## config.mk

```make
export PLATFORM = sky130hd
export DESIGN_NAME = battery_gauge_averager_top_flat
export DESIGN_NICKNAME = d
export VERILOG_FILES = /design/src/rtl/core/bga_pkg.sv /design/src/rtl/core/bga_if.sv /design/src/rtl/core/bga_seq.sv /design/src/rtl/core/battery_gauge_averager_top.sv /design/src/flat_wrapper.sv
export SDC_FILE = /design/constraint.sdc
export NUM_CORES = 1
export LEC_CHECK = 0
export BUFFER_PORTS_ARGS = -buffer_cell sky130_fd_sc_hd__clkbuf_2
export CELL_PAD_IN_SITES_DETAIL_PLACEMENT = 0
export CELL_PAD_IN_SITES_GLOBAL_PLACEMENT = 1
export CORE_UTILIZATION = 55
export DETAILED_ROUTE_END_ITERATION = 16
export PLACE_DENSITY = 0.9
export SKIP_CTS_REPAIR_TIMING = 1
export SLEW_MARGIN = 20
export SYNTH_ARGS = -nofsm -noshare
export SYNTH_HDL_FRONTEND = slang
export SYNTH_HIERARCHICAL = 1
export SYNTH_SLANG_ARGS = --single-unit
```

## constraint.sdc

```tcl
create_clock -name clk_i -period 11.24 [get_ports clk_i]
set_clock_uncertainty 0.1 [all_clocks]
set_input_delay 0 -clock clk_i [delete_from_list [all_inputs] [get_ports clk_i]]
set_output_delay 0 -clock clk_i [all_outputs]
set_load 0.03 [all_outputs]
```

## src/rtl/core/bga_pkg.sv

```systemverilog
// Shared types, constants and the sequencer microcode of the battery gauge averager.
`timescale 1ns / 1ps

package bga_pkg;

  // Window length in samples (1 to 16)
  localparam int unsigned SAMPLES = 10;

  localparam int unsigned SAMPLE_W   = 12;
  localparam int unsigned SUM_W      = 16;
  localparam int unsigned CNT_W      = $clog2(SAMPLES + 1);
  localparam int unsigned MV_OUT_W   = 15;
  localparam int unsigned PCT_W      = 7;
  localparam int unsigned STATUS_W   = 3;
  localparam int unsigned RATIO_W    = 11;
  localparam int unsigned CFG_IDX_W  = 3;
  localparam int unsigned CFG_DATA_W = 15;

  // Datapath widths
  localparam int unsigned QUO_W  = 16;             // average and ADC millivolts
  localparam int unsigned XW     = 28;             // dividend and product register
  localparam int unsigned REM_W  = 13;             // remainder, below twice the divisor
  localparam int unsigned MV_W   = XW - 8;         // battery millivolts before the output cut

  // Reciprocal of SAMPLES: estimate is never high and at most one low
  localparam int unsigned RECIP_SHIFT = 20;
  localparam int unsigned RECIP_W     = RECIP_SHIFT + 1;
  localparam logic [RECIP_W-1:0] RECIP_S = RECIP_W'((64'd1 << RECIP_SHIFT) / SAMPLES);

  // ADC scaling: full scale is 2^12-1, reference 3300 mV
  localparam int unsigned ADC_FS_SHIFT = 12;
  localparam logic [REM_W-1:0] ADC_FULL_SCALE = REM_W'((1 << ADC_FS_SHIFT) - 1);
  localparam logic [XW-1:0]    ADC_REF_MV     = XW'(3300);
  localparam int unsigned      ADC_EST_W      = XW + ADC_FS_SHIFT + 1;
  localparam int unsigned      ADC_EST_SHIFT  = 2 * ADC_FS_SHIFT;

  // Charge curve knees, millivolts
  localparam logic [MV_W-1:0] KNEE_FULL_MV  = MV_W'(4000);
  localparam logic [MV_W-1:0] KNEE_MID_MV   = MV_W'(3700);
  localparam logic [MV_W-1:0] KNEE_EMPTY_MV = MV_W'(3300);
  localparam logic [PCT_W-1:0] PCT_FULL     = PCT_W'(100);
  localparam logic [PCT_W-1:0] PCT_MID      = PCT_W'(50);
  // x/6 as (x*171)>>10, exact below the 300 mV span of the upper segment
  localparam int unsigned      MID_D_W      = 9;
  localparam logic [7:0]       DIV6_RECIP   = 8'd171;
  localparam int unsigned      DIV6_SHIFT   = 10;

  localparam logic [MV_OUT_W-1:0] RST_RATIO    = MV_OUT_W'(512);
  localparam logic [MV_OUT_W-1:0] RST_CRITICAL = MV_OUT_W'(3300);
  localparam logic [MV_OUT_W-1:0] RST_LOW      = MV_OUT_W'(3500);
  localparam logic [MV_OUT_W-1:0] RST_PRESENT  = MV_OUT_W'(2500);

  typedef enum logic [STATUS_W-1:0] {
    ST_OK         = 3'd0,
    ST_LOW        = 3'd1,
    ST_CRITICAL   = 3'd2,
    ST_NO_BATTERY = 3'd3,
    ST_NO_CIRCUIT = 3'd4
  } status_e;

  typedef enum logic [CFG_IDX_W-1:0] {
    REG_DIVIDER_RATIO = 3'd0,
    REG_CRITICAL_MV   = 3'd1,
    REG_LOW_MV        = 3'd2,
    REG_PRESENT_MV    = 3'd3,
    REG_CIRCUIT       = 3'd4
  } cfg_idx_e;

  // Datapath operations
  typedef enum logic [3:0] {
    OP_NOP,
    OP_AVG_EST,
    OP_AVG_REM,
    OP_INC,
    OP_SCALE,
    OP_ADC_EST,
    OP_ADC_REM,
    OP_RATIO,
    OP_FINISH
  } op_e;

  // Sequencer flow control
  typedef enum logic [1:0] {
    J_NEXT,
    J_SKIP_AVG,
    J_SKIP_ADC,
    J_DONE
  } jump_e;

  localparam int unsigned PC_W       = 4;
  localparam int unsigned UCODE_LEN  = 11;

  typedef struct packed {
    op_e              op;
    jump_e            jump;
    logic [PC_W-1:0]  target;
  } uword_t;

  typedef struct packed {
    op_e  op;
    logic busy;
  } seq_ctrl_t;

  typedef struct packed {
    logic rem_lt_avg;
    logic rem_lt_adc;
    logic out_busy;
  } seq_flags_t;

  localparam logic [PC_W-1:0] PC_SCALE = PC_W'(4);
  localparam logic [PC_W-1:0] PC_RATIO = PC_W'(9);

  // End-of-window program
  function automatic uword_t ucode(input logic [PC_W-1:0] pc);
    uword_t w;
    w = '{op: OP_NOP, jump: J_DONE, target: '0};
    unique case (pc)
      4'd0:    w = '{op: OP_AVG_EST, jump: J_NEXT,     target: '0};
      4'd1:    w = '{op: OP_AVG_REM, jump: J_NEXT,     target: '0};
      4'd2:    w = '{op: OP_NOP,     jump: J_SKIP_AVG, target: PC_SCALE};
      4'd3:    w = '{op: OP_INC,     jump: J_NEXT,     target: '0};
      4'd4:    w = '{op: OP_SCALE,   jump: J_NEXT,     target: '0};
      4'd5:    w = '{op: OP_ADC_EST, jump: J_NEXT,     target: '0};
      4'd6:    w = '{op: OP_ADC_REM, jump: J_NEXT,     target: '0};
      4'd7:    w = '{op: OP_NOP,     jump: J_SKIP_ADC, target: PC_RATIO};
      4'd8:    w = '{op: OP_INC,     jump: J_NEXT,     target: '0};
      4'd9:    w = '{op: OP_RATIO,   jump: J_NEXT,     target: '0};
      4'd10:   w = '{op: OP_FINISH,  jump: J_DONE,     target: '0};
      default: w = '{op: OP_NOP,     jump: J_DONE,     target: '0};
    endcase
    return w;
  endfunction

endpackage

```

## src/rtl/core/bga_if.sv

```systemverilog
// Valid/ready channel interfaces for samples, results and register writes.
`timescale 1ns / 1ps

interface bga_sample_if;
  logic                              valid;
  logic                              ready;
  logic [bga_pkg::SAMPLE_W-1:0]      sample;
  modport source (output valid, output sample, input ready);
  modport sink   (input valid, input sample, output ready);
endinterface

interface bga_result_if;
  logic                              valid;
  logic                              ready;
  logic [bga_pkg::MV_OUT_W-1:0]      battery_mv;
  logic [bga_pkg::PCT_W-1:0]         percent;
  logic [bga_pkg::STATUS_W-1:0]      status;
  modport source (output valid, output battery_mv, output percent, output status, input ready);
  modport sink   (input valid, input battery_mv, input percent, input status, output ready);
endinterface

interface bga_cfg_if;
  logic                              valid;
  logic                              ready;
  logic [bga_pkg::CFG_IDX_W-1:0]     index;
  logic [bga_pkg::CFG_DATA_W-1:0]    data;
  modport source (output valid, output index, output data, input ready);
  modport sink   (input valid, input index, input data, output ready);
endinterface

```

## src/rtl/core/bga_seq.sv

```systemverilog
// Microcode sequencer: step counter, program table and conditional jumps.
`timescale 1ns / 1ps

module bga_seq (
  input  logic                clk_i,
  input  logic                rst_ni,
  input  logic                start_i,
  input  bga_pkg::seq_flags_t flags_i,
  output bga_pkg::seq_ctrl_t  ctrl_o
);

  logic                       run_q, run_d;
  logic [bga_pkg::PC_W-1:0]   pc_q, pc_d;
  bga_pkg::uword_t            word;
  logic                       stall;

  assign word  = bga_pkg::ucode(pc_q);
  // hold the last step while the result register is still occupied
  assign stall = (word.jump == bga_pkg::J_DONE) && flags_i.out_busy;

  always_comb begin
    run_d = run_q;
    pc_d  = pc_q;
    if (!run_q) begin
      if (start_i) begin
        run_d = 1'b1;
        pc_d  = '0;
      end
    end else begin
      unique case (word.jump)
        bga_pkg::J_NEXT:     pc_d = pc_q + 1'b1;
        bga_pkg::J_SKIP_AVG: pc_d = flags_i.rem_lt_avg ? word.target : pc_q + 1'b1;
        bga_pkg::J_SKIP_ADC: pc_d = flags_i.rem_lt_adc ? word.target : pc_q + 1'b1;
        bga_pkg::J_DONE: begin
          if (!stall) begin
            run_d = 1'b0;
          end
        end
        default:             pc_d = pc_q;
      endcase
    end
  end

  always_ff @(posedge clk_i or negedge rst_ni) begin
    if (!rst_ni) begin
      run_q <= 1'b0;
      pc_q  <= '0;
    end else begin
      run_q <= run_d;
      pc_q  <= pc_d;
    end
  end

  assign ctrl_o.op   = (run_q && !stall) ? word.op : bga_pkg::OP_NOP;
  assign ctrl_o.busy = run_q;

`ifndef SYNTH
  a_pc_in_program: assert property (@(posedge clk_i) disable iff (!rst_ni)
    run_q |-> (pc_q < bga_pkg::PC_W'(bga_pkg::UCODE_LEN)))
    else $error("sequencer step outside the program");
`endif

endmodule

```

## src/rtl/core/battery_gauge_averager_top.sv

```systemverilog
// Top level of the battery gauge averager: accumulator, datapath and register file.
`timescale 1ns / 1ps

// Channel     Dir   Beat contents
// sample_i    in    sample[11:0] raw ADC conversion
// result_o    out   battery_mv[14:0], percent[6:0], status[2:0]
// cfg_i       in    index[2:0], data[14:0] register write
//
// Samples are taken one per cycle; the beat that closes a window starts the
// end-of-window microcode program in the shared datapath. It runs nine to eleven
// steps (each increment step runs only when its quotient estimate is one low), and
// sample_i.ready is low during the program.
// The last step waits while an earlier result is still held on result_o.
// Reset clears the accumulator, the count, the registers to their defaults and
// the sequencer; register writes are always taken and read when the program runs.

module battery_gauge_averager_top (
  input  logic  clk_i,
  input  logic  rst_ni,
  bga_sample_if.sink   sample_i,
  bga_result_if.source result_o,
  bga_cfg_if.sink      cfg_i
);

  // register file
  logic [bga_pkg::RATIO_W-1:0]    ratio_q;
  logic [bga_pkg::MV_OUT_W-1:0]   critical_q;
  logic [bga_pkg::MV_OUT_W-1:0]   low_q;
  logic [bga_pkg::MV_OUT_W-1:0]   present_q;
  logic                           circuit_q;

  // accumulator
  logic [bga_pkg::SUM_W-1:0]      sum_q, sum_d;
  logic [bga_pkg::CNT_W-1:0]      count_q;
  logic                           in_beat;
  logic                           win_end;

  // datapath
  logic [bga_pkg::XW-1:0]         x_q;
  logic [bga_pkg::QUO_W-1:0]      q_q;
  logic [bga_pkg::REM_W-1:0]      r_q;
  logic [bga_pkg::SUM_W+bga_pkg::RECIP_W-1:0] avg_prod;
  logic [bga_pkg::ADC_EST_W-1:0]  adc_est;
  logic [bga_pkg::XW-1:0]         avg_back;
  logic [bga_pkg::XW-1:0]         adc_back;

  // result stage
  logic [bga_pkg::MV_W-1:0]       mv;
  logic [bga_pkg::MV_W-1:0]       mid_diff;
  logic [bga_pkg::MV_W-1:0]       low_diff;
  logic [bga_pkg::MID_D_W+8-1:0]  mid_prod;
  logic [bga_pkg::PCT_W-1:0]      pct;
  bga_pkg::status_e               status;
  logic                           out_valid_q;
  logic [bga_pkg::MV_OUT_W-1:0]   out_mv_q;
  logic [bga_pkg::PCT_W-1:0]      out_pct_q;
  bga_pkg::status_e               out_status_q;

  bga_pkg::seq_ctrl_t             ctrl;
  bga_pkg::seq_flags_t            flags;

  // --- register writes -------------------------------------------------------
  assign cfg_i.ready = 1'b1;

  always_ff @(posedge clk_i or negedge rst_ni) begin
    if (!rst_ni) begin
      ratio_q    <= bga_pkg::RATIO_W'(bga_pkg::RST_RATIO);
      critical_q <= bga_pkg::RST_CRITICAL;
      low_q      <= bga_pkg::RST_LOW;
      present_q  <= bga_pkg::RST_PRESENT;
      circuit_q  <= 1'b1;
    end else if (cfg_i.valid) begin
      // drop writes beyond the register list
      unique case (cfg_i.index)
        bga_pkg::REG_DIVIDER_RATIO: ratio_q    <= cfg_i.data[bga_pkg::RATIO_W-1:0];
        bga_pkg::REG_CRITICAL_MV:   critical_q <= cfg_i.data;
        bga_pkg::REG_LOW_MV:        low_q      <= cfg_i.data;
        bga_pkg::REG_PRESENT_MV:    present_q  <= cfg_i.data;
        bga_pkg::REG_CIRCUIT:       circuit_q  <= cfg_i.data[0];
        default: ;
      endcase
    end
  end

  // --- sample accumulation ---------------------------------------------------
  // Take samples only while the sequencer is idle.
  assign sample_i.ready = !ctrl.busy;
  assign in_beat        = sample_i.valid && sample_i.ready;
  assign sum_d          = sum_q + bga_pkg::SUM_W'(sample_i.sample);
  assign win_end        = in_beat && (count_q == bga_pkg::CNT_W'(bga_pkg::SAMPLES - 1));

  always_ff @(posedge clk_i or negedge rst_ni) begin
    if (!rst_ni) begin
      sum_q   <= '0;
      count_q <= '0;
    end else if (in_beat) begin
      if (win_end) begin
        sum_q   <= '0;
        count_q <= '0;
      end else begin
        sum_q   <= sum_d;
        count_q <= count_q + 1'b1;
      end
    end
  end

  // --- sequencer -------------------------------------------------------------
  assign flags.rem_lt_avg = r_q < bga_pkg::REM_W'(bga_pkg::SAMPLES);
  assign flags.rem_lt_adc = r_q < bga_pkg::ADC_FULL_SCALE;
  assign flags.out_busy   = out_valid_q && !result_o.ready;

  bga_seq u_seq (
    .clk_i   (clk_i),
    .rst_ni  (rst_ni),
    .start_i (win_end),
    .flags_i (flags),
    .ctrl_o  (ctrl)
  );

  // --- datapath --------------------------------------------------------------
  // Quotient estimates: reciprocal multiply for /SAMPLES, shift-add for /4095.
  // Both are never high and at most one low; the remainder step and the
  // conditional increment correct them.
  assign avg_prod = bga_pkg::SUM_W'(x_q) * bga_pkg::RECIP_S;
  assign adc_est  = bga_pkg::ADC_EST_W'(x_q)
                  + (bga_pkg::ADC_EST_W'(x_q) << bga_pkg::ADC_FS_SHIFT);
  assign avg_back = bga_pkg::XW'(q_q) * bga_pkg::XW'(bga_pkg::SAMPLES);
  assign adc_back = (bga_pkg::XW'(q_q) << bga_pkg::ADC_FS_SHIFT) - bga_pkg::XW'(q_q);

  always_ff @(posedge clk_i) begin
    if (win_end) begin
      x_q <= bga_pkg::XW'(sum_d);
    end else begin
      unique case (ctrl.op)
        bga_pkg::OP_AVG_EST: q_q <= bga_pkg::QUO_W'(avg_prod >> bga_pkg::RECIP_SHIFT);
        bga_pkg::OP_AVG_REM: r_q <= bga_pkg::REM_W'(x_q - avg_back);
        bga_pkg::OP_INC:     q_q <= q_q + 1'b1;
        bga_pkg::OP_SCALE:   x_q <= bga_pkg::XW'(q_q) * bga_pkg::ADC_REF_MV;
        bga_pkg::OP_ADC_EST: q_q <= bga_pkg::QUO_W'(adc_est >> bga_pkg::ADC_EST_SHIFT);
        bga_pkg::OP_ADC_REM: r_q <= bga_pkg::REM_W'(x_q - adc_back);
        bga_pkg::OP_RATIO:   x_q <= bga_pkg::XW'(q_q) * bga_pkg::XW'(ratio_q);
        bga_pkg::OP_NOP,
        bga_pkg::OP_FINISH:  ;
        default:             ;
      endcase
    end
  end

  // --- percentage and status -------------------------------------------------
  // Q8 ratio product lies in x_q; drop the fraction bits.
  assign mv       = x_q[bga_pkg::XW-1:8];
  assign mid_diff = mv - bga_pkg::KNEE_MID_MV;
  assign low_diff = mv - bga_pkg::KNEE_EMPTY_MV;
  assign mid_prod = mid_diff[bga_pkg::MID_D_W-1:0] * bga_pkg::DIV6_RECIP;

  always_comb begin
    priority if (mv >= bga_pkg::KNEE_FULL_MV) begin
      pct = bga_pkg::PCT_FULL;
    end else if (mv >= bga_pkg::KNEE_MID_MV) begin
      pct = bga_pkg::PCT_MID + bga_pkg::PCT_W'(mid_prod >> bga_pkg::DIV6_SHIFT);
    end else if (mv >= bga_pkg::KNEE_EMPTY_MV) begin
      pct = bga_pkg::PCT_W'(low_diff >> 3);
    end else begin
      pct = '0;
    end
  end

  // Thresholds are checked in priority order; no ordering among their values is assumed.
  always_comb begin
    priority if (!circuit_q) begin
      status = bga_pkg::ST_NO_CIRCUIT;
    end else if (mv <= bga_pkg::MV_W'(present_q)) begin
      status = bga_pkg::ST_NO_BATTERY;
    end else if (mv <= bga_pkg::MV_W'(critical_q)) begin
      status = bga_pkg::ST_CRITICAL;
    end else if (mv <= bga_pkg::MV_W'(low_q)) begin
      status = bga_pkg::ST_LOW;
    end else begin
      status = bga_pkg::ST_OK;
    end
  end

  // --- result register -------------------------------------------------------
  always_ff @(posedge clk_i or negedge rst_ni) begin
    if (!rst_ni) begin
      out_valid_q <= 1'b0;
    end else if (ctrl.op == bga_pkg::OP_FINISH) begin
      out_valid_q <= 1'b1;
    end else if (result_o.ready) begin
      out_valid_q <= 1'b0;
    end
  end

  always_ff @(posedge clk_i) begin
    if (ctrl.op == bga_pkg::OP_FINISH) begin
      out_status_q <= status;
      unique case (status)
        bga_pkg::ST_NO_CIRCUIT: begin
          out_mv_q  <= '0;
          out_pct_q <= '0;
        end
        bga_pkg::ST_NO_BATTERY: begin
          out_mv_q  <= mv[bga_pkg::MV_OUT_W-1:0];
          out_pct_q <= '0;
        end
        default: begin
          out_mv_q  <= mv[bga_pkg::MV_OUT_W-1:0];
          out_pct_q <= pct;
        end
      endcase
    end
  end

  assign result_o.valid      = out_valid_q;
  assign result_o.battery_mv = out_mv_q;
  assign result_o.percent    = out_pct_q;
  assign result_o.status     = out_status_q;

`ifndef SYNTH
  a_no_take_while_busy: assert property (@(posedge clk_i) disable iff (!rst_ni)
    ctrl.busy |-> !in_beat)
    else $error("sample beat taken during the end-of-window program");

  a_sum_clear_while_busy: assert property (@(posedge clk_i) disable iff (!rst_ni)
    ctrl.busy |-> (sum_q == '0 && count_q == '0))
    else $error("accumulator not cleared for the next window");

  a_count_in_window: assert property (@(posedge clk_i) disable iff (!rst_ni)
    count_q < bga_pkg::CNT_W'(bga_pkg::SAMPLES))
    else $error("sample count beyond the window");

  a_result_from_finish: assert property (@(posedge clk_i) disable iff (!rst_ni)
    $rose(out_valid_q) |-> $past(ctrl.op == bga_pkg::OP_FINISH))
    else $error("result raised without the final program step");

  a_finish_not_overwrite: assert property (@(posedge clk_i) disable iff (!rst_ni)
    (ctrl.op == bga_pkg::OP_FINISH) |-> !(out_valid_q && !result_o.ready))
    else $error("pending result overwritten");
`endif

endmodule

```

## src/flat_wrapper.sv

```systemverilog
// flat-port wrapper written by rule: the top's interface ports become plain ports
module battery_gauge_averager_top_flat 
  (clk_i, rst_ni, sample_i_valid, sample_i_sample, sample_i_ready, result_o_valid, result_o_battery_mv, result_o_percent, result_o_status, result_o_ready, cfg_i_valid, cfg_i_index, cfg_i_data, cfg_i_ready);
  bga_sample_if sample_i_i ();
  bga_result_if result_o_i ();
  bga_cfg_if cfg_i_i ();
  input  logic clk_i;
  input  logic rst_ni;
  input wire logic [$bits(sample_i_i.valid)-1:0] sample_i_valid;
  input wire logic [$bits(sample_i_i.sample)-1:0] sample_i_sample;
  output wire logic [$bits(sample_i_i.ready)-1:0] sample_i_ready;
  output wire logic [$bits(result_o_i.valid)-1:0] result_o_valid;
  output wire logic [$bits(result_o_i.battery_mv)-1:0] result_o_battery_mv;
  output wire logic [$bits(result_o_i.percent)-1:0] result_o_percent;
  output wire logic [$bits(result_o_i.status)-1:0] result_o_status;
  input wire logic [$bits(result_o_i.ready)-1:0] result_o_ready;
  input wire logic [$bits(cfg_i_i.valid)-1:0] cfg_i_valid;
  input wire logic [$bits(cfg_i_i.index)-1:0] cfg_i_index;
  input wire logic [$bits(cfg_i_i.data)-1:0] cfg_i_data;
  output wire logic [$bits(cfg_i_i.ready)-1:0] cfg_i_ready;
  assign sample_i_i.valid = sample_i_valid;
  assign sample_i_i.sample = sample_i_sample;
  assign sample_i_ready = sample_i_i.ready;
  assign result_o_valid = result_o_i.valid;
  assign result_o_battery_mv = result_o_i.battery_mv;
  assign result_o_percent = result_o_i.percent;
  assign result_o_status = result_o_i.status;
  assign result_o_i.ready = result_o_ready;
  assign cfg_i_i.valid = cfg_i_valid;
  assign cfg_i_i.index = cfg_i_index;
  assign cfg_i_i.data = cfg_i_data;
  assign cfg_i_ready = cfg_i_i.ready;
  battery_gauge_averager_top u_core (.clk_i(clk_i), .rst_ni(rst_ni), .sample_i(sample_i_i), .result_o(result_o_i), .cfg_i(cfg_i_i));
endmodule
```

======== Word level (Yosys, flattened, before mapping) ========
Memory sizes are Yosys's and may differ from the RTL's.
Cells that the tools add are included.
storage, ports and cells
  memories ................................ 1
  output and inout port bits .............. 28
  word-level logic and storage cells ...... 114
  bits of input ports ..................... 35
  ROM bits ................................ 144
  bits in registers ....................... 165
cells by class
  order comparisons ....................... 8
  add/subtract/negate cells ............... 11
  reduce and logical (&&, ||, !) cells .... 26
  multiplexer cells ....................... 25
  bitwise gates (word level) .............. 1
  multiply operators ...................... 5
  eq/ne operators ......................... 19
memories
  memory           words  bits a word  rd ports  clocked after memory_dff  wr ports  RTL line        text
  (no name shown)  16     9            1         0                         0         bga_pkg.sv:117  unique case (pc)
operators by type and width
  operator                                                              number
  greater-or-equal comparator 20 x 12 -> 1 bit (second input constant)  3
  less-or-equal comparator 20 x 15 -> 1 bit                             3
  one-hot mux 28 bit (2 select lines)                                   1
  one-hot mux 16 bit (3 select lines)                                   1
  adder 28 x 40 -> 40 bit                                               1
  subtractor 13 bit                                                     3
  multiplier 16 x 17 -> 33 bit (second input constant)                  1
  two-way mux 16 bit                                                    2
  multiplier 16 x 11 -> 27 bit                                          1
  multiplier 16 x 10 -> 26 bit (second input constant)                  1
  one-hot mux 13 bit (2 select lines)                                   1
  two-way mux 4 bit                                                     6
  two-way mux 7 bit                                                     3
  multiplier 9 x 8 -> 17 bit (second input constant)                    1
  adder 16 x 1 -> 16 bit (second input constant)                        1
  adder 16 x 12 -> 16 bit                                               1
  equality test 4 x 3 -> 1 bit (second input constant)                  4
  multiplier 16 x 3 -> 12 bit (second input constant)                   1
  AND reduction 2 bit                                                   8
  less-than comparator 13 x 12 -> 1 bit (second input constant)         1
  less-than comparator 13 x 4 -> 1 bit (second input constant)          1
  one-hot mux 4 bit (3 select lines)                                    1
  subtractor 10 x 8 -> 10 bit (second input constant)                   1
  equality test 3 x 2 -> 1 bit (second input constant)                  3
  22 further kinds                                                      45

======== Depth between registers and ports, before layout ========
Gate-level depths: netlist (run 1).
  depth after elaboration ................. 9
  depth in mapped cells ................... 24
  gate-level depth less buffers ........... 22

======== Hierarchy ========
Netlist (run 1), hierarchy kept.
by module, submodules not included
  module                      instances  cells an instance  area each (sq um)  seq. area each (sq um)
  battery_gauge_averager_top  1          2690               24638.6            4319.1
  bga_seq                     1          72                 573.0              125.1

======== Worst setup path before layout (run 1) ========
Ideal clock, no wire load.
  path kind ............................... register to register
  start point ............................. reg u_core/x_q[12] (netlist bit)
  end point ............................... reg u_core/q_q[11] (netlist bit), data pin
  clock period less this slack ............ 6.048 ns
  cell stages (with the launch flop) ...... 25
  data required time ...................... 10.881 ns
  data arrival time ....................... 5.689 ns
  library setup time ...................... 0.259 ns
  setup slack ............................. 5.192 ns
  buffers on the path ..................... 2
  cell sequence ........................... edfxtp_1 clkbuf_1 inv_1 ha_1 ha_1 or2_2 inv_1 fa_1 inv_1 fa_1 fa_1 inv_1 fa_1 inv_1 ha_1 clkbuf_1 a21oi_1 o21ai_0 a221oi_1 nand3b_1 o221ai_1 o21ai_1 nand2_1 o22ai_1 a211o_1
on the way
  word-level cells in the longest chain between the ends .. 2
  elaborated cells on any way between the ends .. 3
  those cells by class .................... add/sub (1); mul (1); mux (1)
RTL lines
  element                                                                  RTL line                                                              text
  start: declaration                                                       battery_gauge_averager_top.sv:39                                      logic [bga_pkg::XW-1:0] x_q;
  start signal: assignment                                                 battery_gauge_averager_top.sv:132                                     x_q <= bga_pkg::XW'(sum_d);
  start signal: assignment                                                 battery_gauge_averager_top.sv:138                                     bga_pkg::OP_SCALE: x_q <= bga_pkg::XW'(q_q) * bga_pkg::ADC_REF_MV;
  start signal: assignment                                                 battery_gauge_averager_top.sv:141                                     bga_pkg::OP_RATIO: x_q <= bga_pkg::XW'(q_q) * bga_pkg::XW'(ratio_q);
  multiplier 16 x 17 -> 33 bit or adder 28 x 40 -> 40 bit (tied branches)  battery_gauge_averager_top.sv:124, battery_gauge_averager_top.sv:126
  one-hot mux 16 bit (3 select lines) (*)                                  battery_gauge_averager_top.sv:134                                     unique case (ctrl.op)
  end signal: assignment                                                   battery_gauge_averager_top.sv:135                                     bga_pkg::OP_AVG_EST: q_q <= bga_pkg::QUO_W'(avg_prod >> bga_pkg::RECIP_SHIFT);
  end signal: assignment                                                   battery_gauge_averager_top.sv:137                                     bga_pkg::OP_INC: q_q <= q_q + 1'b1;
  end signal: assignment                                                   battery_gauge_averager_top.sv:139                                     bga_pkg::OP_ADC_EST: q_q <= bga_pkg::QUO_W'(adc_est >> bga_pkg::ADC_EST_SHIFT);
  end: declaration                                                         battery_gauge_averager_top.sv:40                                      logic [bga_pkg::QUO_W-1:0] q_q;
Every way passes the cells marked *; elsewhere a longest branch is shown, timed or not.
A chain may end at the register's enable or synchronous reset.

======== Worst setup path in the final report (run 1) ========
  start point ............................. reg u_core/x_q[8] (netlist bit)
  end point ............................... reg u_core/q_q[10] (netlist bit), data pin
Same word-level chain as after synthesis.

==> results_dict.tcl, run 1 <==
set metrics [dict create \
    crit_required_ns 11.34 \
    setup_tns_ns 0 \
    layout_commonest_cell "inv_1" \
    numClockSinks 165 \
    syn_area_sq_um 25210 \
    hold_viol_final 1 \
    clock-root-buffer "clkbuf_16" \
    start_kind "flop" \
    die_h_microns 216.1 \
    post_synth_and_or_nand_nor_area_fraction_pct 12.56 \
    synth.yosys.seq_area_share_pct 17.63 \
    num-nets-final 3560 \
    route.detailed.drc 0 \
    slew_headroom_pct 32.07 \
    drv_slew 0 \
    status "complete, but fails checks" \
    tritoncts "built" \
    grt_pass1_vias 20320 \
    io_buffers 61 \
    hp-class "input port to flop" \
    whs_ns -0.007596 \
    synth_mux_area_share_pct 1.658 \
    antenna_found_initial 0 \
    path_cells "inv_1 -> ha_1 -> inv_1 -> fa_1 -> fa_1 -> inv_1 -> fa_1 -> fa_1 -> inv_1 -> fa_1 -> inv_1 -> ha_1 -> a21oi_1 -> o21ai_0 -> a221oi_1 -> nand3b_1 -> o221ai_1 -> o21ai_1 -> nor2_1 -> xor2_1 -> o221ai_1" \
    place_hpwl_microns 53280 \
    syn_area_per_cell_sq_um 9.128 \
    wl_per_cell_microns 19.35 \
    dr_total_vias 19650 \
    fp.dieW_microns 216.1 \
    grtUsageTotal_pct 29.24 \
    ys_types 79 \
    synth_adder_area_share_pct 42.25 \
    dr.pass1.iters 5 \
    grt_max_degree 74 \
    ant_nets 0 \
    period_minus_slack_ns 6.853 \
    drive_gt1_share_pct 7.256 \
    violations "negative hold slack" \
    coreArea_sq_um 45280 \
    crit_arrival_ns 6.95 \
    max-clock-path-buffers 2 \
    synthArstFlopShare_pct 50.30 \
    grt_pass1_wl_microns 107100 \
    cts_buffers 17 \
    final_cells 3439 \
    synth_edf_count 70 \
    critPathKind "flop to flop" \
    worst_path_max_delay_cell "edfxtp_1" \
    mostFrequentLayoutCells "521 x inv_1, 445 x ha_1, 254 x fa_1" \
    cpPeakStageDelay_ns 0.63 \
    ys.flop_type "edfxtp_1" \
    tightest_slew_ns 1.019 \
    ys_ff_latch 165 \
    diodes 0 \
    max_freq_mhz 145.9 \
    period_share_pct 60.97 \
    synth_compound_area_share_pct 12.23 \
    globalRouteOverflowTotal 0 \
    yosysWarnings 6 \
    clkLatencyLatePin_ns 0.47 \
    num_rows 78 \
    synth_xor_area_share_pct 4.794 \
    first_iter_violations 1255 \
    area_growth_pct 7.439 \
    dp_cells 3383 \
    worstSetupEndpointType "flop" \
    max_cap_violations 0 \
    synth_top_family_by_area "adder cells" \
    fillers 3967 \
    dieArea_sq_um 46700 \
    clkTransAtPathRegs_ns 0.08 \
    start_util_pct 55.68 \
    rsz0062_at_grt "false" \
    pin_count 63 \
    gp_congestion 0.9741 \
    via_per_inst 5.714 \
    wl_microns 66560 \
    h-tree-depth 4 \
    synthCells 2762 \
    crit_fanout 9 \
    synth_fp_nets 3496 \
    setup_viol 0 \
]
==> through the flow <==
stage	worst slack, ns	util (%)	instance area, sq um
2_1_floorplan	5.192	-	25210
3_3_place_gp	4.679	57.94	26240
3_5_place_dp	4.509	57.94	26240
4_1_cts	4.474	59.27	26840
5_1_grt	4.003	59.82	27090
6_report	4.387	59.82	27090
==> registers in the layout, summed over array words and instances (netlist names) <==
| signal | count |
|---|---|
| u_core/result_o.percent | 7 |
| u_core/present_q | 15 |
| u_core/sum_q | 16 |
| u_core/low_q | 15 |
| u_core/r_q | 13 |
| u_core/result_o.valid | 1 |
| u_core/u_seq/pc_q | 4 |
| u_core/x_q | 28 |
| u_core/q_q | 16 |
| u_core/result_o.status | 3 |
| u_core/count_q | 4 |
| u_core/ratio_q | 11 |
| u_core/critical_q | 15 |
| u_core/u_seq/run_q | 1 |
| u_core/result_o.battery_mv | 15 |
| u_core/circuit_q | 1 |
==> routing by layer <==
metal | GRT usage (%) | share of wire, % | up-vias
met5 | 0 | 0 | -
met4 | 11.43 | 4.0 | 0
met3 | 3.972 | 5.2 | 140
met2 | 49.95 | 48 | 576
met1 | 37.49 | 42 | 9651
li1 | - | - | 9282
==> cells by family after synthesis <==
logic type | after synthesis
buf+inv | 593
flops | 165
other cells | 1
xor+xnor | 138
mux | 38
fa+ha+maj | 699
compound gates | 477
simple gates | 651
==> critical path, delay by kind of cell (launching register included) <==
kind	cells	cell delay (ns)
flops	1	0.63
xor+xnor	1	0.18
buf+inv	5	0.55
compound gates	6	1.36
fa+ha+maj	7	3.43
simple gates	2	0.33
==> final timing paths <==
| check | slack (ns) | startpoint | cells after the start | to |
|---|---|---|---|---|
| min in group asynchronous | 0.23 | rst_ni | 3 | u_core/count_q[1]$_DFFE_PN0P_ |
| worst max register to register | 4.39 | u_core/x_q[8]$_DFFE_PP_ | 21 | u_core/q_q[10]$_DFFE_PP_ |
| worst max-delay path | 4.39 | u_core/x_q[8]$_DFFE_PP_ | 21 | u_core/q_q[10]$_DFFE_PP_ |
| max in group asynchronous | 10.19 | rst_ni | 3 | u_core/sum_q[7]$_DFFE_PN0P_ |
| worst min-delay path | -0.008 | sample_i_sample[1] | 4 | u_core/sum_q[1]$_DFFE_PN0P_ |
| worst min register to register | 0.37 | u_core/sum_q[9]$_DFFE_PN0P_ | 2 | u_core/sum_q[9]$_DFFE_PN0P_ |
==> area by class of cell <==
cell class	count	area (sq um)	share of cell area, %
clock buffer	17	425.4	1.571
clock inverter	15	180.2	0.6652
inverter	523	1963	7.247
multi-input combinational	2004	18550	68.48
sequential	165	4444	16.41
tap	600	750.7	2.771
timing repair buffer	115	773.2	2.855
==> Yosys cell counts, drive strengths merged (8+ instances only) <==
cell,instances,area share (%)
nand4,25,0.62
nand3,30,0.60
nor2,104,1.5
o21a,19,0.57
and2,94,2.3
dfxtp,12,0.95
clkbuf,65,0.97
xor2,50,1.7
mux2i,8,0.32
o21bai,12,0.36
nor2b,25,0.62
dfrtp,63,6.3
a211oi,16,0.50
mux2,30,1.3
o211ai,11,0.33
a31oi,24,0.60
or3,11,0.27
edfxtp,70,8.3
nand2b,22,0.55
dfstp,20,2.1
ha,445,22
nor3,31,0.64
o31ai,8,0.31
a21o,52,1.5
and3,18,0.45
or2,10,0.25
inv,523,7.8
a22oi,11,0.33
xnor2,88,3.1
nand2,249,3.7
fa,254,20
a21oi,121,2.4
o21ai,131,2.6
Power of run 1 is left out: the tool's default activity adds up to more than one toggle a clock period on the data nets, which glitch-free logic cannot reach.
==> run 2, diff against run 1 <==
CORE_UTILIZATION = 51   (was 55)
PLACE_DENSITY = 0.85   (was 0.9)
clock period = 6.5 ns   (was 11.24 ns; I/O delays follow)
==> results_dict.tcl, run 2 (synthesis gave the netlist of run 1 again) <==
set metrics [dict create \
    status "complete, no violations" \
    via_per_inst 5.599 \
    worst_path_max_delay_cell "fa_1" \
    dr.pass1.iters 6 \
    first_iter_violations 1175 \
    antenna_found_initial 0 \
    hold_viol_final 0 \
    crit_fanout 8 \
    top_regs "u_core/x_q (28), u_core/q_q (16), u_core/sum_q (16)" \
    drive_gt1_share_pct 8.816 \
    fp.dieW_microns 224.3 \
    setup_viol 0 \
    worstSetupEndpointType "flop" \
    tightest_slew_ns 1.010 \
    dr_total_vias 19850 \
    wl_per_cell_microns 20.11 \
    diodes 0 \
    ant_nets 0 \
    max_freq_mhz 161.2 \
    cts_buffers 17 \
    cpPeakStageDelay_ns 0.55 \
    tritoncts "built" \
    path_common_cell "fa_1" \
    rsz0062_at_grt "false" \
    seq_area_sq_um 4448 \
    final_cells 3545 \
    pin_count 63 \
    dpl-instance-area_sq_um 26640 \
    grt_max_degree 55 \
    max_cap_violations 0 \
    clkTransAtPathRegs_ns 0.07 \
    gp_congestion 0.9941 \
    r2r_slack_ns 0.30 \
    period_minus_slack_ns 6.204 \
    start_util_pct 51.61 \
    top_register "u_core/x_q" \
    critPathKind "flop to flop" \
    start_kind "flop" \
    drv_slew 0 \
    num-nets-final 3602 \
    max-clock-path-buffers 2 \
    dieArea_sq_um 50330 \
    grt_pass1_wl_microns 113400 \
    setup_tns_ns 0 \
    num_rows 81 \
    wl_microns 71280 \
    largest_reg_flops 28 \
    mostFrequentLayoutCells "522 x inv_1, 445 x ha_1, 254 x fa_1" \
    worstReg2RegStart "u_core/x_q[11]$_DFFE_PP_" \
    period_share_pct 95.44 \
    hp-class "input port to flop" \
    io_buffers 61 \
    globalRouteOverflowTotal 0 \
    hp-start "sample_i_sample[1]" \
    clock-root-buffer "clkbuf_16" \
    fin_area_sq_um 27500 \
    fillers 4473 \
    die_h_microns 224.3 \
    place_hpwl_microns 58560 \
    grt_pass1_vias 20530 \
    clkLatencyLatePin_ns 0.47 \
    crit_required_ns 6.60 \
    setup.worst_path.start "u_core/x_q[11]$_DFFE_PP_" \
    grtUsageTotal_pct 29.43 \
    path_cells "buf_4 -> ha_1 -> inv_1 -> fa_1 -> fa_1 -> inv_1 -> fa_1 -> fa_1 -> inv_1 -> fa_1 -> inv_1 -> ha_1 -> a21oi_1 -> o21ai_0 -> a221oi_2 -> nand3b_1 -> o221ai_1 -> nor2b_2 -> o21ai_0 -> xnor2_1 -> o21ai_0" \
    dp_cells 3488 \
    layout_commonest_cell "inv_1" \
    multi_input_area_sq_um 18570 \
    slew_headroom_pct 32.45 \
    h-tree-depth 4 \
    route.detailed.drc 0 \
    area_growth_pct 9.062 \
    coreArea_sq_um 48850 \
    crit_arrival_ns 6.31 \
    numClockSinks 165 \
]
-- run 2: layer usage --
layer | up-vias | global-route usage, % | wire length (microns)
met5 | - | 0 | 0
met4 | 0 | 12.00 | 3024
met3 | 140 | 3.292 | 3513
met2 | 552 | 49.20 | 33750
met1 | 9780 | 38.90 | 30990
li1 | 9375 | - | -
-- run 2: critical path, delay by kind of cell (launching register included) --
family          cells  cell delay [ns]
compound gates      6             1.18
xor+xnor            1             0.19
buf+inv             5             0.46
fa+ha+maj           7             3.26
flops               1             0.36
simple gates        2             0.37
-- run 2: area by class of cell --
cell class / instances / share of cell area (%)
inverter: 523 / 7.140
tap: 664 / 3.021
sequential: 165 / 16.18
multi-input combinational: 2004 / 67.53
clock inverter: 14 / 0.4869
clock buffer: 18 / 1.597
timing repair buffer: 157 / 4.050
-- run 2: per-stage QoR --
| step | util (%) | hold WS, ns | worst slack (ns) |
|---|---|---|---|
| 3_3_place_gp | 54.53 | -0.1425 | 0.3494 |
| 4_1_cts | 55.70 | -0.6328 | 0.2579 |
| 2_1_floorplan | - | -0.3956 | 0.4521 |
| 5_1_grt | 56.29 | 0.01157 | 0.02384 |
| 3_5_place_dp | 54.53 | -0.1322 | 0.2876 |
| 6_report | 56.29 | 0.0003251 | 0.2963 |
-- run 2: path summary, 6_finish.rpt --
| kind | cells after the start | endpoint |
|---|---|---|
| worst min register to register | 2 | u_core/sum_q[11]$_DFFE_PN0P_ |
| min in group asynchronous | 3 | u_core/ratio_q[9]$_DFFE_PN1P_ |
| max in group asynchronous | 4 | u_core/u_seq/pc_q[3]$_DFFE_PN0P_ |
| worst max register to register | 21 | u_core/q_q[9]$_DFFE_PP_ |
| worst min-delay path | 4 | u_core/sum_q[1]$_DFFE_PN0P_ |
| worst max-delay path | 21 | u_core/q_q[9]$_DFFE_PP_ |
Power of run 2 is left out for the same reason.
